`src/rtl/core/blh_pkg.sv`:
```
`default_nettype none
// ----------------------------------------------------------------------------
// blh_pkg: shared types and constants for the heartbeat led driver
// Holds the control store of the sequencer, its field codes and the
// register map of the csr port.
// ----------------------------------------------------------------------------
package blh_pkg;

   // register map: word index taken from paddr[2]
   localparam int  CSR_ADDR_W        = 3;
   localparam logic REG_BEAT_TICKS   = 1'b0;
   localparam logic REG_TICKS_PER_S  = 1'b1;
   localparam logic [15:0] BEAT_TICKS_RESET = 16'd2000;
   localparam logic [15:0] TICKS_PER_S_RESET = 16'd1000;

   // pattern phases
   typedef logic [1:0] phase_type;
   localparam phase_type PHASE_WAIT = 2'd0;
   localparam phase_type PHASE_RISE = 2'd1;
   localparam phase_type PHASE_HOLD = 2'd2;
   localparam phase_type PHASE_FALL = 2'd3;

   // sequencer step addresses
   typedef logic [2:0] upc_type;
   localparam upc_type UPC_FETCH     = 3'd0;
   localparam upc_type UPC_CHK_START = 3'd1;
   localparam upc_type UPC_SQ_INIT   = 3'd2;
   localparam upc_type UPC_SQ_ITER   = 3'd3;
   localparam upc_type UPC_CHK_TL    = 3'd4;
   localparam upc_type UPC_ADV       = 3'd5;
   localparam upc_type UPC_LOAD      = 3'd6;
   localparam upc_type UPC_EMIT      = 3'd7;

   // jump conditions
   typedef logic [2:0] cond_type;
   localparam cond_type COND_ALWAYS    = 3'd0;
   localparam cond_type COND_REQ       = 3'd1;
   localparam cond_type COND_START     = 3'd2;
   localparam cond_type COND_SQ_DONE   = 3'd3;
   localparam cond_type COND_TL_ZERO   = 3'd4;
   localparam cond_type COND_LOAD_DONE = 3'd5;
   localparam cond_type COND_OUT_FREE  = 3'd6;

   // one control word: datapath strobes, condition, taken and fall-through steps
   typedef struct packed {
      logic     take_req;
      logic     sq_init;
      logic     sq_iter;
      logic     adv;
      logic     load;
      logic     emit;
      cond_type cond;
      upc_type  target;
      upc_type  next;
   } uword_type;

   // read-only control store
   function automatic uword_type ucode_rom(input upc_type upc);
      uword_type w;
      w = '0;
      unique case (upc)
         UPC_FETCH: begin
            w.take_req = 1'b1;
            w.cond = COND_REQ;
            w.target = UPC_CHK_START;
            w.next = UPC_FETCH;
         end
         UPC_CHK_START: begin
            w.cond = COND_START;
            w.target = UPC_SQ_INIT;
            w.next = UPC_CHK_TL;
         end
         UPC_SQ_INIT: begin
            w.sq_init = 1'b1;
            w.cond = COND_ALWAYS;
            w.target = UPC_SQ_ITER;
            w.next = UPC_SQ_ITER;
         end
         UPC_SQ_ITER: begin
            w.sq_iter = 1'b1;
            w.cond = COND_SQ_DONE;
            w.target = UPC_LOAD;
            w.next = UPC_SQ_ITER;
         end
         UPC_CHK_TL: begin
            w.cond = COND_TL_ZERO;
            w.target = UPC_ADV;
            w.next = UPC_EMIT;
         end
         UPC_ADV: begin
            w.adv = 1'b1;
            w.cond = COND_ALWAYS;
            w.target = UPC_LOAD;
            w.next = UPC_LOAD;
         end
         UPC_LOAD: begin
            w.load = 1'b1;
            w.cond = COND_LOAD_DONE;
            w.target = UPC_EMIT;
            w.next = UPC_LOAD;
         end
         UPC_EMIT: begin
            w.emit = 1'b1;
            w.cond = COND_OUT_FREE;
            w.target = UPC_FETCH;
            w.next = UPC_EMIT;
         end
         default: begin
            w.cond = COND_ALWAYS;
            w.target = UPC_FETCH;
            w.next = UPC_FETCH;
         end
      endcase
      return w;
   endfunction

endpackage
`default_nettype wire

```
`src/rtl/core/blh_req_if.sv`:
```
`default_nettype none
// ----------------------------------------------------------------------------
// blh_req_if: tick channel into the heartbeat led driver
// One beat is one scheduler tick, with an optional pattern restart.
// ----------------------------------------------------------------------------
interface blh_req_if;
   logic valid;
   logic ready;
   logic restart;

   modport source (output valid, output restart, input ready);
   modport sink (input valid, input restart, output ready);
endinterface
`default_nettype wire

```
`src/rtl/core/blh_rsp_if.sv`:
```
`default_nettype none
// ----------------------------------------------------------------------------
// blh_rsp_if: result channel out of the heartbeat led driver
// One beat gives the led level and the pattern phase of one tick.
// ----------------------------------------------------------------------------
interface blh_rsp_if;
   logic       valid;
   logic       ready;
   logic       led_on;
   logic [1:0] phase;

   modport source (output valid, output led_on, output phase, input ready);
   modport sink (input valid, input led_on, input phase, output ready);
endinterface
`default_nettype wire

```
`src/rtl/core/breathing_led_heartbeat_top.sv`:
```
`default_nettype none
// ----------------------------------------------------------------------------
// breathing_led_heartbeat_top: breathing heartbeat led driver
// A microcoded sequencer steps a small datapath once per tick beat: wait,
// rising pwm ramp, hold and falling ramp, with the ramp length found by a
// bit-serial square root on the first tick after reset or restart.
// ----------------------------------------------------------------------------
// a plain tick passes the start check, the tick count check and the emit step;
//   a segment end adds an advance and 1 to 5 load steps, one per segment tried
// first tick after reset or restart: the ramp length is found first, by the 7
//   square root iterations of the shared 8x8 multiplier
// one tick in flight at a time; the emit step waits while the output stalls
// reset: synchronous, ramp unset, wait phase, registers back to 2000 and 1000
// ----------------------------------------------------------------------------
module breathing_led_heartbeat_top
   import blh_pkg::*;
#(
   parameter int TICK_WIDTH = 16
) (
   input  wire logic                  clock,
   input  wire logic                  reset,
   blh_req_if.sink                    req_chan,
   blh_rsp_if.source                  rsp_chan,
   input  wire logic                  csr_psel,
   input  wire logic                  csr_penable,
   input  wire logic                  csr_pwrite,
   input  wire logic [CSR_ADDR_W-1:0] csr_paddr,
   input  wire logic [31:0]           csr_pwdata,
   output logic [31:0]                csr_prdata,
   output logic                       csr_pready
);

   localparam int LEN_W = (TICK_WIDTH > 16) ? TICK_WIDTH : 16;
   localparam logic [LEN_W-1:0] TICK_MAX = LEN_W'((64'd1 << TICK_WIDTH) - 64'd1);
   localparam logic [2:0] SQ_TOP_BIT = 3'd6;
   localparam logic [2:0] MAX_SKIPS = 3'd4;

   // csr registers
   logic [15:0] beat_ff, beat_in;
   logic [15:0] tps_ff, tps_in;
   logic        csr_write;

   // sequencer
   upc_type   upc_ff, upc_in;
   uword_type uw;
   logic      cond_hit;

   // pattern state
   logic [7:0]            ramp_len_ff, ramp_len_in;
   logic                  ramp_ready_ff, ramp_ready_in;
   phase_type             phase_ff, phase_in;
   logic [7:0]            step_ff, step_in;
   logic                  on_ff, on_in;
   logic [TICK_WIDTH-1:0] tl_ff, tl_in;
   logic [2:0]            sq_bit_ff, sq_bit_in;
   logic [2:0]            skips_ff, skips_in;
   logic                  restart_ff, restart_in;

   // result register
   logic      rsp_valid_ff, rsp_valid_in;
   logic      rsp_led_ff, rsp_led_in;
   phase_type rsp_phase_ff, rsp_phase_in;

   // datapath values
   logic [7:0]            sq_cand;
   logic [15:0]           sq_prod;
   logic [15:0]           quarter;
   logic [15:0]           seg_raw;
   logic [LEN_W-1:0]      seg_wide;
   logic [TICK_WIDTH-1:0] seg_len;
   logic                  seg_zero;
   logic                  ramps;
   phase_type             adv_phase;
   logic [7:0]            adv_step;
   logic                  adv_on;
   logic                  req_fire;
   logic                  out_free;
   logic                  lit;

   // csr write and read
   assign csr_pready = 1'b1;
   assign csr_write  = csr_psel && csr_penable && csr_pwrite && csr_pready;

   always_comb begin
      beat_in = beat_ff;
      tps_in  = tps_ff;
      if (csr_write) begin
         if (csr_paddr[2] == REG_BEAT_TICKS) begin
            beat_in = csr_pwdata[15:0];
         end else begin
            tps_in = csr_pwdata[15:0];
         end
      end
   end

   assign csr_prdata = (csr_paddr[2] == REG_TICKS_PER_S) ? {16'd0, tps_ff} : {16'd0, beat_ff};

   // control word fetch and handshake
   assign uw             = ucode_rom(upc_ff);
   assign req_chan.ready = uw.take_req;
   assign req_fire       = req_chan.valid && uw.take_req;
   assign out_free       = !rsp_valid_ff || rsp_chan.ready;

   // square root candidate: one bit per step, one 8x8 product
   assign quarter = {2'd0, beat_ff[15:2]};
   assign sq_cand = ramp_len_ff | (8'd1 << sq_bit_ff);
   assign sq_prod = sq_cand * sq_cand;

   // length of the current segment, saturated to the tick counter
   always_comb begin
      unique case (phase_ff)
         PHASE_WAIT: seg_raw = tps_ff;
         PHASE_RISE: seg_raw = {8'd0, on_ff ? step_ff : (ramp_len_ff - step_ff)};
         PHASE_HOLD: seg_raw = quarter;
         PHASE_FALL: seg_raw = {8'd0, on_ff ? (ramp_len_ff - step_ff) : step_ff};
         default:    seg_raw = tps_ff;
      endcase
   end

   assign seg_wide = LEN_W'(seg_raw);
   assign seg_len  = (seg_wide > TICK_MAX) ? TICK_MAX[TICK_WIDTH-1:0]
                                           : seg_wide[TICK_WIDTH-1:0];
   assign seg_zero = (seg_len == '0);

   // next segment of the pattern
   assign ramps = (ramp_len_ff >= 8'd2);

   always_comb begin
      adv_phase = phase_ff;
      adv_step  = 8'd1;
      adv_on    = 1'b0;
      unique case (phase_ff)
         PHASE_WAIT: adv_phase = ramps ? PHASE_RISE : PHASE_HOLD;
         PHASE_HOLD: adv_phase = ramps ? PHASE_FALL : PHASE_WAIT;
         default: begin
            if (!on_ff) begin
               adv_step = step_ff;
               adv_on   = 1'b1;
            end else if (({1'b0, step_ff} + 9'd1) < {1'b0, ramp_len_ff}) begin
               adv_step = step_ff + 8'd1;
            end else begin
               adv_phase = (phase_ff == PHASE_RISE) ? PHASE_HOLD : PHASE_WAIT;
            end
         end
      endcase
   end

   assign lit = (phase_ff == PHASE_HOLD) ||
                (((phase_ff == PHASE_RISE) || (phase_ff == PHASE_FALL)) && on_ff);

   // jump condition
   always_comb begin
      unique case (uw.cond)
         COND_ALWAYS:    cond_hit = 1'b1;
         COND_REQ:       cond_hit = req_fire;
         COND_START:     cond_hit = restart_ff || !ramp_ready_ff;
         COND_SQ_DONE:   cond_hit = (sq_bit_ff == 3'd0);
         COND_TL_ZERO:   cond_hit = (tl_ff == '0);
         COND_LOAD_DONE: cond_hit = !seg_zero || (skips_ff == MAX_SKIPS);
         COND_OUT_FREE:  cond_hit = out_free;
         default:        cond_hit = 1'b1;
      endcase
   end

   assign upc_in = cond_hit ? uw.target : uw.next;

   // datapath driven by the control word
   always_comb begin
      ramp_len_in   = ramp_len_ff;
      ramp_ready_in = ramp_ready_ff;
      phase_in      = phase_ff;
      step_in       = step_ff;
      on_in         = on_ff;
      tl_in         = tl_ff;
      sq_bit_in     = sq_bit_ff;
      skips_in      = skips_ff;
      restart_in    = restart_ff;
      rsp_valid_in  = rsp_valid_ff && !rsp_chan.ready;
      rsp_led_in    = rsp_led_ff;
      rsp_phase_in  = rsp_phase_ff;

      if (req_fire) begin
         restart_in = req_chan.restart;
      end

      // start of the square root and of the pattern
      if (uw.sq_init) begin
         ramp_len_in   = 8'd0;
         ramp_ready_in = 1'b1;
         phase_in      = PHASE_WAIT;
         step_in       = 8'd1;
         on_in         = 1'b0;
         sq_bit_in     = SQ_TOP_BIT;
         skips_in      = 3'd0;
      end

      // keep the candidate bit while its square stays below the quarter beat
      if (uw.sq_iter) begin
         if (sq_prod < quarter) begin
            ramp_len_in = sq_cand;
         end
         sq_bit_in = sq_bit_ff - 3'd1;
      end

      if (uw.adv) begin
         phase_in = adv_phase;
         step_in  = adv_step;
         on_in    = adv_on;
         skips_in = 3'd0;
      end

      // load the segment, skip empty ones, fall back to wait when all are empty
      if (uw.load) begin
         tl_in = seg_len;
         if (seg_zero) begin
            if (skips_ff == MAX_SKIPS) begin
               phase_in = PHASE_WAIT;
               step_in  = 8'd1;
               on_in    = 1'b0;
            end else begin
               phase_in = adv_phase;
               step_in  = adv_step;
               on_in    = adv_on;
               skips_in = skips_ff + 3'd1;
            end
         end
      end

      // result beat and tick count
      if (uw.emit && out_free) begin
         rsp_valid_in = 1'b1;
         rsp_led_in   = lit;
         rsp_phase_in = phase_ff;
         if (tl_ff != '0) begin
            tl_in = tl_ff - TICK_WIDTH'(1);
         end
      end
   end

   always_ff @(posedge clock) begin
      if (reset) begin
         beat_ff       <= BEAT_TICKS_RESET;
         tps_ff        <= TICKS_PER_S_RESET;
         upc_ff        <= UPC_FETCH;
         ramp_len_ff   <= 8'd0;
         ramp_ready_ff <= 1'b0;
         phase_ff      <= PHASE_WAIT;
         step_ff       <= 8'd1;
         on_ff         <= 1'b0;
         tl_ff         <= '0;
         sq_bit_ff     <= 3'd0;
         skips_ff      <= 3'd0;
         restart_ff    <= 1'b0;
         rsp_valid_ff  <= 1'b0;
      end else begin
         beat_ff       <= beat_in;
         tps_ff        <= tps_in;
         upc_ff        <= upc_in;
         ramp_len_ff   <= ramp_len_in;
         ramp_ready_ff <= ramp_ready_in;
         phase_ff      <= phase_in;
         step_ff       <= step_in;
         on_ff         <= on_in;
         tl_ff         <= tl_in;
         sq_bit_ff     <= sq_bit_in;
         skips_ff      <= skips_in;
         restart_ff    <= restart_in;
         rsp_valid_ff  <= rsp_valid_in;
      end
   end

   // result payload
   always_ff @(posedge clock) begin
      rsp_led_ff   <= rsp_led_in;
      rsp_phase_ff <= rsp_phase_in;
   end

   assign rsp_chan.valid  = rsp_valid_ff;
   assign rsp_chan.led_on = rsp_led_ff;
   assign rsp_chan.phase  = rsp_phase_ff;

   // checks
   a_accept_dispatch: assert property (@(posedge clock) disable iff (reset)
      req_fire |=> (upc_ff == UPC_CHK_START))
      else $error("accepted tick did not reach dispatch");

   a_ramp_len_range: assert property (@(posedge clock) disable iff (reset)
      ramp_len_ff <= 8'd127)
      else $error("ramp length out of range");

   a_ramp_phase_len: assert property (@(posedge clock) disable iff (reset)
      (upc_ff == UPC_FETCH) && ((phase_ff == PHASE_RISE) || (phase_ff == PHASE_FALL))
      |-> (ramp_len_ff >= 8'd2) && (step_ff < ramp_len_ff) && (step_ff != 8'd0))
      else $error("ramp phase with bad step index");

   a_emit_holds_result: assert property (@(posedge clock) disable iff (reset)
      rsp_valid_ff && !rsp_chan.ready |=> rsp_valid_ff && (upc_ff != UPC_FETCH ||
      $stable(rsp_phase_ff)))
      else $error("pending result overwritten");

endmodule
`default_nettype wire

```
`src/flat_wrapper.sv`:
```
// flat-port wrapper written by rule: the top's interface ports become plain ports
module breathing_led_heartbeat_top_flat import blh_pkg::*;
#(
   parameter int TICK_WIDTH = 16
)
  (clock, reset, csr_psel, csr_penable, csr_pwrite, csr_paddr, csr_pwdata, csr_prdata, csr_pready, req_chan_valid, req_chan_restart, req_chan_ready, rsp_chan_valid, rsp_chan_led_on, rsp_chan_phase, rsp_chan_ready);
  blh_req_if req_chan_i ();
  blh_rsp_if rsp_chan_i ();
  input  wire logic clock;
  input  wire logic reset;
  input  wire logic csr_psel;
  input  wire logic csr_penable;
  input  wire logic csr_pwrite;
  input  wire logic [CSR_ADDR_W-1:0] csr_paddr;
  input  wire logic [31:0] csr_pwdata;
  output logic [31:0] csr_prdata;
  output logic csr_pready;
  input wire logic [$bits(req_chan_i.valid)-1:0] req_chan_valid;
  input wire logic [$bits(req_chan_i.restart)-1:0] req_chan_restart;
  output wire logic [$bits(req_chan_i.ready)-1:0] req_chan_ready;
  output wire logic [$bits(rsp_chan_i.valid)-1:0] rsp_chan_valid;
  output wire logic [$bits(rsp_chan_i.led_on)-1:0] rsp_chan_led_on;
  output wire logic [$bits(rsp_chan_i.phase)-1:0] rsp_chan_phase;
  input wire logic [$bits(rsp_chan_i.ready)-1:0] rsp_chan_ready;
  assign req_chan_i.valid = req_chan_valid;
  assign req_chan_i.restart = req_chan_restart;
  assign req_chan_ready = req_chan_i.ready;
  assign rsp_chan_valid = rsp_chan_i.valid;
  assign rsp_chan_led_on = rsp_chan_i.led_on;
  assign rsp_chan_phase = rsp_chan_i.phase;
  assign rsp_chan_i.ready = rsp_chan_ready;
  breathing_led_heartbeat_top #(.TICK_WIDTH(TICK_WIDTH)) u_core (.clock(clock), .reset(reset), .req_chan(req_chan_i), .rsp_chan(rsp_chan_i), .csr_psel(csr_psel), .csr_penable(csr_penable), .csr_pwrite(csr_pwrite), .csr_paddr(csr_paddr), .csr_pwdata(csr_pwdata), .csr_prdata(csr_prdata), .csr_pready(csr_pready));
endmodule
```
`config.mk`:
```
export PLATFORM = sky130hd
export DESIGN_NAME = breathing_led_heartbeat_top_flat
export DESIGN_NICKNAME = d
export VERILOG_FILES = /design/src/rtl/core/blh_pkg.sv /design/src/rtl/core/blh_req_if.sv /design/src/rtl/core/blh_rsp_if.sv /design/src/rtl/core/breathing_led_heartbeat_top.sv /design/src/flat_wrapper.sv
export SDC_FILE = /design/constraint.sdc
export NUM_CORES = 1
export LEC_CHECK = 0
export BUFFER_PORTS_ARGS = -buffer_cell sky130_fd_sc_hd__buf_2
export CAP_MARGIN = 30
export CORE_MARGIN = 2
export CORE_UTILIZATION = 25
export CTS_CLUSTER_SIZE = 25
export DETAILED_ROUTE_END_ITERATION = 10
export HOLD_SLACK_MARGIN = 0.1
export PLACE_DENSITY = 0.47
export SLEW_MARGIN = 40
export SYNTH_ARGS = -nofsm -noshare
export SYNTH_HDL_FRONTEND = slang
export SYNTH_SLANG_ARGS = --single-unit
export TNS_END_PERCENT = 10
```
`constraint.sdc`:
```
create_clock -name clock -period 6.8 [get_ports clock]
set_input_delay 1.36 -clock clock [delete_from_list [all_inputs] [get_ports clock]]
set_output_delay 1.36 -clock clock [all_outputs]
set_load 0.02 [all_outputs]
```
==> results.json <==
{
  "status": "finished clean",
  "grt_pass1_vias": 5843,
  "slew_viol_final": 0,
  "grt_max_degree": 73,
  "p_switching_uw": 836.1,
  "worst_path_largest_cell_delay_ns": 0.55,
  "core_area_um2": 27550,
  "wl_mm": 19.32,
  "internal_power_mw": 1.214,
  "hp-start": "u_core.phase_ff[1]",
  "gr-usage-all-layers_pct": 13.71,
  "clk_pin_slew_ns": 0.07,
  "clock_latency_ns": 0.36,
  "clock-sinks": 82,
  "tightest_slew_ns": 0.7975,
  "hold_path_end": "u_core.rsp_chan.phase[1]",
  "ant_nets": 0,
  "setup_viol": 0,
  "cts_tree": "done",
  "period_share_pct": 91.73,
  "hold_depth": 0,
  "synth_seq_area_share_pct": 24.04,
  "grt_overflow": 0,
  "dieWidth_um": 170.8,
  "p_clk_share_pct": 26.8,
  "grt_first_pass_wirelength_mm": 31.51,
  "layout-drive-gt1-share_pct": 12.31,
  "synthesis.area_um2": 6953,
  "place_area_um2": 7547,
  "timing.rr.start": "u_core.sq_bit_ff[1]",
  "drt-met1-wl_mm": 9.824,
  "peakVddDrop_uv": 126.6,
  "seq_power_share_pct": 28.4,
  "fin_crit_ns": 6.238,
  "hpwl_mm": 14.82,
  "cp-end-kind": "flop",
  "maxUsedRoutingLayer": "met4",
  "ys_types": 73,
  "fin_total_pwr_mw": 2.051,
  "areaGrowthSynthToFinish_pct": 13.69,
  "antenna_found_initial": 0,
  "clock-skew-final_ns": 0.006477,
  "synth-simple-area-share_pct": 22.22,
  "yosys.area_share.xor_xnor_pct": 3.923,
  "critPathMaxFanout": 7,
  "timing.fmax_mhz": 160.3,
  "die_area_um2": 29160,
  "num_io_pins": 81,
  "dp_slack_ns": 0.3589,
  "syn-instance-count": 895,
  "reg2reg_depth": 29,
  "final_util_pct": 28.69,
  "rows": 61,
  "synth-main-ff-cell": "dfxtp_1",
  "avgViaCountPerCell": 4.662,
  "crit_required_ns": 7.08,
  "slew_headroom_pct": 46.76,
  "avgRoutedWirePerCell_um": 14.72,
  "avgSynthCellArea_um2": 7.769,
  "fin_ws_ns": 0.5624,
  "worstReg2RegEnd": "u_core.ramp_len_ff[1]",
  "crit_type": "flop to flop",
  "port_buffers": 45,
  "ys_seq_elements": 82,
  "root_buffer": "clkbuf_16",
  "synth_edf_count": 3,
  "htree_levels": 3,
  "final_area_um2": 7905,
  "power_density_nw_per_um2": 259.4,
  "synth_compound_gate_area_share_pct": 19.11,
  "antennaDiodeCount": 0,
  "fin_nets": 1062,
  "synth_warnings": 0,
  "wl_met3_um": 587,
  "postSynth.asyncResetShare_pct": 0,
  "setup-tns-final_ns": 0,
  "route.detailed.drc": 0,
  "rsz0062_at_grt": "false",
  "startpoint_type": "flop",
  "yosys-top-cells-area": "dfxtp_1 (23%), ha_1 (12%), fa_1 (7.5%)",
  "synth_top_family_by_area": "simple AND/OR/NAND/NOR gates",
  "dr.pass1.iters": 4,
  "start_util_pct": 25.24,
  "critPathSlowestCell": "fa_1",
  "clockBufferDepth": 2,
  "hold_violations": 0,
  "drt_iter0_drc": 347,
  "cts_inserted_buffers": 9,
  "leakage_nw": 3.414,
  "swShare_pct": 40.78,
  "gp_congestion": 0.7900,
  "rrSetupSlack_ns": 0.56,
  "hold_class": "flop to flop",
  "yosysTopAreaCell": "dfxtp_1",
  "synthAdderAreaFrac_pct": 19.00,
  "cp.arrival_ns": 6.52,
  "die_h_um": 170.8,
  "synthMuxAreaShare_pct": 2.429,
  "cap_violations": 0,
  "synth_top_area_share_pct": 22.75,
  "met2WireLength_mm": 8.690,
  "vias": 6117,
  "combPwrFrac_pct": 44.8
}
-- placed cells by master, fill, tap and decap left out, drive strengths merged, types with 21 or more instances in the layout --
cell   instances
dfxtp         79
nor2          86
o21ai         45
nand2        109
inv           95
ha            64
a21oi         82
xnor2         21
buf           61
fa            26
-- cells in the mapped netlist, types with 20 or more instances --
| master | n |
|---|---|
| nand2_1 | 108 |
| inv_1 | 92 |
| nor2_1 | 86 |
| a21oi_1 | 80 |
| dfxtp_1 | 79 |
| ha_1 | 64 |
| o21ai_0 | 43 |
| fa_1 | 26 |
| clkbuf_1 | 25 |
| xnor2_1 | 21 |
| buf_4 | 20 |
-- critical path: cells and delay by family (launching register included) --
kind / cells / cell delay (ns)
adder cells (fa/ha/maj): 7 / 2.47
AO/OA/AOI/OAI: 10 / 1.80
AND/OR/NAND/NOR: 6 / 0.88
buffers and inverters: 5 / 0.47
flip-flops: 1 / 0.34
XOR/XNOR: 1 / 0.19
-- state kept, by name, summed over array words and instances (netlist names) --
signal and count:
u_core.beat_ff 16, u_core.tl_ff 16, u_core.tps_ff 16, u_core.ramp_len_ff 8, u_core.step_ff 8, u_core.skips_ff 3, u_core.sq_bit_ff 3, u_core.upc_ff 3
u_core.phase_ff 2, u_core.rsp_chan.phase 2, u_core.on_ff 1, u_core.ramp_ready_ff 1, u_core.restart_ff 1, u_core.rsp_chan.led_on 1, u_core.rsp_chan.valid 1
-- power by group through the flow --
stage                     Combinational, mW  Sequential [mW]  Clock [mW]
final                                 0.919            0.582       0.549
after global routing                   1.05            0.588       0.576
after floorplan                       0.698            0.553           0
after global placement                0.916            0.591           0
after CTS                             0.930            0.580       0.561
after detailed placement              0.921            0.591           0
-- through the flow --
step / cells / hold slack, ns
5_1_grt: 1312 / 0.4466
6_report: 1312 / 0.4482
3_3_place_gp: 1296 / 0.4322
3_5_place_dp: 1296 / 0.4261
4_1_cts: 1312 / 0.4437
2_1_floorplan: 910 / 0.4095
-- layout make-up --
type	instances	area, µm²
Timing Repair Buffer	61	349.1
Inverter	94	352.8
Clock inverter	4	55.05
Sequential cell	82	1672
Multi-Input combinational cell	681	4726
Fill cell	3023	19650
Tap cell	378	473.0
Clock buffer	12	277.8
-- worst max path at each step --
stage               slack, ns  cells after the start                 from                    end
floorplan                0.89                     28  u_core.sq_bit_ff[1]  u_core.ramp_len_ff[0]
global placement         0.37                     23  u_core.sq_bit_ff[1]  u_core.ramp_len_ff[7]
detailed placement       0.36                     23  u_core.sq_bit_ff[1]  u_core.ramp_len_ff[5]
CTS                      0.28                     23  u_core.sq_bit_ff[1]  u_core.ramp_len_ff[1]
global route             0.04                     29  u_core.sq_bit_ff[1]  u_core.ramp_len_ff[1]
finish                   0.56                     29  u_core.sq_bit_ff[1]  u_core.ramp_len_ff[1]
-- cell families after synthesis --
group / after synthesis
muxes: 16
AOI/OAI and AO/OA: 210
buffers and inverters: 147
DFF: 82
adders and majority gates: 90
and+or+nand+nor: 319
xor gates and xnor gates: 29
other: 2
-- layer usage --
layer  vias to the layer above  GRT usage, %
met4                         0         3.047
met5                         -             0
met3                        15         2.267
met2                        94         21.97
li1                       3108             -
met1                      2900         19.26
-- timing repair --
action,in CTS,in global routing
hold buffers,0,0
hold endpoints to repair,0,0
buffers inserted,0,0
setup endpoints to repair,0,7
resized for setup,0,4
No activity file was read; power rests on OpenSTA's default activity.
